### src/design/tcrd_ram.sv
`default_nettype none

module tcrd_ram #(
    parameter int WIDTH = 8,
    parameter int DEPTH = 64
) (
    input  wire logic                     clk,
    input  wire logic                     we,
    input  wire logic [$clog2(DEPTH)-1:0] waddr,
    input  wire logic [WIDTH-1:0]         wdata,
    input  wire logic [$clog2(DEPTH)-1:0] raddr,
    output logic      [WIDTH-1:0]         rdata
);

    logic [WIDTH-1:0] mem [DEPTH];

    always_ff @(posedge clk)
    begin
        if (we)
        begin
            mem[waddr] <= wdata;
        end
        rdata <= mem[raddr];
    end

endmodule

`default_nettype wire

### config.mk
export PLATFORM = sky130hd
export DESIGN_NAME = tcrd_ram
export DESIGN_NICKNAME = d
export VERILOG_FILES = /design/src/design/tcrd_ram.sv
export SDC_FILE = /design/constraint.sdc
export NUM_CORES = 1
export LEC_CHECK = 0
export BUFFER_PORTS_ARGS = -buffer_cell sky130_fd_sc_hd__buf_2
export CAP_MARGIN = 5
export CELL_PAD_IN_SITES_DETAIL_PLACEMENT = 1
export CELL_PAD_IN_SITES_GLOBAL_PLACEMENT = 2
export CORE_MARGIN = 2
export CORE_UTILIZATION = 45
export DETAILED_ROUTE_END_ITERATION = 8
export PLACE_DENSITY_LB_ADDON = 0.1
export SLEW_MARGIN = 10
export SYNTH_ARGS = -nofsm -noshare
export SYNTH_HDL_FRONTEND = slang
export SYNTH_SLANG_ARGS = --single-unit
### constraint.sdc
create_clock -name clk -period 1.8 [get_ports clk]
set_clock_uncertainty 0.2 [all_clocks]
set_input_delay 0.09 -clock clk [delete_from_list [all_inputs] [get_ports clk]]
set_output_delay 0.09 -clock clk [all_outputs]
set_load 0.01 [all_outputs]
==> impl_metrics.json <==
{
  "clk_pin_slew_worst_paths_ns": 0.06,
  "worst-r2r-cell-count": 5,
  "final_nets": 1172,
  "peak_clock_frequency_supported_by_timing_mhz": 483,
  "grt_pass1_wl_um": 75300,
  "detail_routed_net_length_per_standard_cell_um": 28.3,
  "setup_slack_ns": -0.270,
  "timing.hold.ws_ns": -0.232,
  "crit_path_start_kind": "flop",
  "path_class": "flop to flop",
  "routed_wl_um": 50500,
  "routed-via-count": 10100,
  "critical_path.most_common_cell": "mux4_2",
  "worst_setup_path_end_kind": "flop",
  "synth-edff-count": 512,
  "min_path_type": "primary input to flop",
  "core_area_mm2": 0.0442,
  "areaGrowthSynthToFinish_pct": 20.2,
  "ctsLongestPathBuffers": 3,
  "place_congestion": 0.781,
  "std_cell_rows": 77,
  "ff_latch_area_mm2": 0.0155,
  "dpl-instance-area_mm2": 0.0222,
  "fillers": 3792,
  "floorplan.initialDensity": 0.456,
  "tritoncts.num_buffers": 54,
  "post-route-min-period_ns": 2.07,
  "buffer_ports.inserted": 29,
  "reported_leakage_power_nw": 7.92,
  "grt_start_max_net_pins": 65,
  "finalCoreUtilization": 0.548,
  "timing.critical_path.arrival_ns": 2.33,
  "drive_above_1_share": 0.361,
  "grt_overflow_total": 0,
  "synth.area.top_cells": "edfxtp_1 76%, mux4_2 14%, nor2_1 1.5%",
  "netlist_area_mm2": 0.0202,
  "hold_viol": 8,
  "groute.usage.overall": 0.225,
  "slew-limit-headroom": 0.481,
  "grt_pass1_vias": 10900,
  "worstHoldPathCells": 3,
  "root_buffer": "clkbuf_16",
  "number_of_nets_in_the_synthesized_netlist": 962,
  "rsz0062_at_grt": "true",
  "p_total_mw": 26.4,
  "drt_drc_violations_left": 0,
  "syn_inst": 940,
  "synth_flop_cell": "edfxtp_1",
  "maxSlewViolCount": 0,
  "floorplan_die_width_um": 216,
  "required_ns": 2.06,
  "final_area_mm2": 0.0242,
  "detailed_placer_s_ending_hpwl_um": 32900,
  "critical-path-max-stage-delay_ns": 0.51,
  "largest_fanout_on_the_critical_path": 1,
  "clk_latency_ns": 0.60,
  "synth.ff_latch_count": 520,
  "design.portCount": 30,
  "initialDrtViolationCount": 935,
  "synth_area_leader_cell": "edfxtp_1",
  "synth_most_common_cell": "edfxtp_1",
  "die-area_mm2": 0.0465,
  "critPathSlowestCell": "mux4_2",
  "route.detailed.vias_per_inst": 5.67,
  "failed_checks": "negative hold slack, negative setup slack",
  "worst_pin_slew_ns": 0.779,
  "tritoncts": "built",
  "rrSetupSlack_ns": -0.27,
  "status": "finished, violations left",
  "ys_types": 40,
  "setup-tns-final_ns": -1.63,
  "power-per-cell-area_mw_per_mm2": 1090,
  "drt_pre_antenna_iters": 5,
  "combined_area_of_the_multi_input_logic_cells_mm2": 0.00448,
  "ys_top_cells_by_count": "512 x edfxtp_1, 126 x mux4_2, 83 x nor2_1",
  "antenna_found_initial": 1,
  "report.final.setup_viol": 8,
  "postSynth.asyncResetShare": 0,
  "cts_num_sinks": 520,
  "maxCapViolations": 0,
  "route.antenna.remaining_nets": 0,
  "post-cts-setup-buffers": 0,
  "floorplan.die.height_um": 216,
  "post-synth-top-area-fraction": 0.762,
  "h-tree-depth": 2,
  "power.ir.vdd_worst_mv": 0.871,
  "synth-seq-area-share": 0.770,
  "crit_chain": "mux4_2 > mux4_2 > nor2_4 > nor3_2 > o2bb2ai_1",
  "avgSynthCellArea_um2": 21.5,
  "synth-warning-count": 0,
  "post-route-period-util": 1.15
}
## cell usage in the layout, fill, tap and decap left out, types with 14 or more instances in the layout
cell and instances:
buf_2 22, buf_4 158, clkbuf_1 18, clkbuf_16 57
edfxtp_1 512, mux2i_1 22, mux4_2 126, nand2_1 19
nor2_1 80, nor2b_1 14
## metrics by stage
stage               setup WS (ns)  hold slack [ns]  std cells
finish                     -0.270           -0.232       1785
floorplan                 -0.0502          -0.0111        940
global route               -0.320           -0.201       1785
CTS                        -0.275           -0.270       1780
global placement           -0.736            0.208       1675
detailed placement         -0.814            0.232       1675
## layout make-up
type,count,share of cell area
well taps,592,0.0305
diodes,1,0.000103
clock buffers,75,0.0616
flip-flops and latches,520,0.641
clock inverters,23,0.0135
multi-input cells,369,0.185
repair buffers,205,0.0689
## sequential cells by signal, indices dropped and copies added (netlist names)
signal	flops
rdata	8
mem	512
## where the power goes
| group | switching, mW | total, mW | internal [mW] |
|---|---|---|---|
| sequential | 0.0504 | 13.5 | 13.4 |
| clock | 4.52 | 11.4 | 6.93 |
| combinational | 0.859 | 1.49 | 0.635 |
| total | 5.43 | 26.4 | 21.0 |
## logic make-up (layout without fill, tap and decap cells)
family | Yosys count | in the layout | synth area share
other cells | 0 | 1 | 0
buf+inv | 51 | 303 | 0.0157
flops | 520 | 520 | 0.770
mux | 162 | 162 | 0.159
compound gates | 54 | 54 | 0.0207
simple gates | 153 | 153 | 0.0339
## final timing paths
kind,start,end
min,raddr[5],rdata[1]$_DFF_P_
min reg2reg,mem[22][0]$_DFFE_PP_,rdata[0]$_DFF_P_
max,mem[10][2]$_DFFE_PP_,rdata[2]$_DFF_P_
max reg2reg,mem[10][2]$_DFFE_PP_,rdata[2]$_DFF_P_
## worst max-delay path: cells and delay by family (launching register included)
| kind | cells | cell delay, ns |
|---|---|---|
| flops | 1 | 0.37 |
| simple gates | 2 | 0.20 |
| mux | 2 | 1.02 |
| compound gates | 1 | 0.14 |
## routing by layer
metal	part of all wire	track usage	vias to the layer above	routed length, um
met5	0	0	-	0
met4	0.028	0.0726	0	1410
met3	0.050	0.0374	71	2540
met2	0.49	0.359	254	24500
met1	0.44	0.320	5444	22000
li1	-	-	4351	-
## what timing repair did
| action | CTS | global route |
|---|---|---|
| pin swaps | 2 | 0 |
| resized for setup | 22 | 4 |
| hold endpoints to repair | 150 | 264 |
| endpoints found under the setup margin | 8 | 16 |
| hold buffers | 7 | 5 |
No activity file was read; power rests on OpenSTA's default activity.
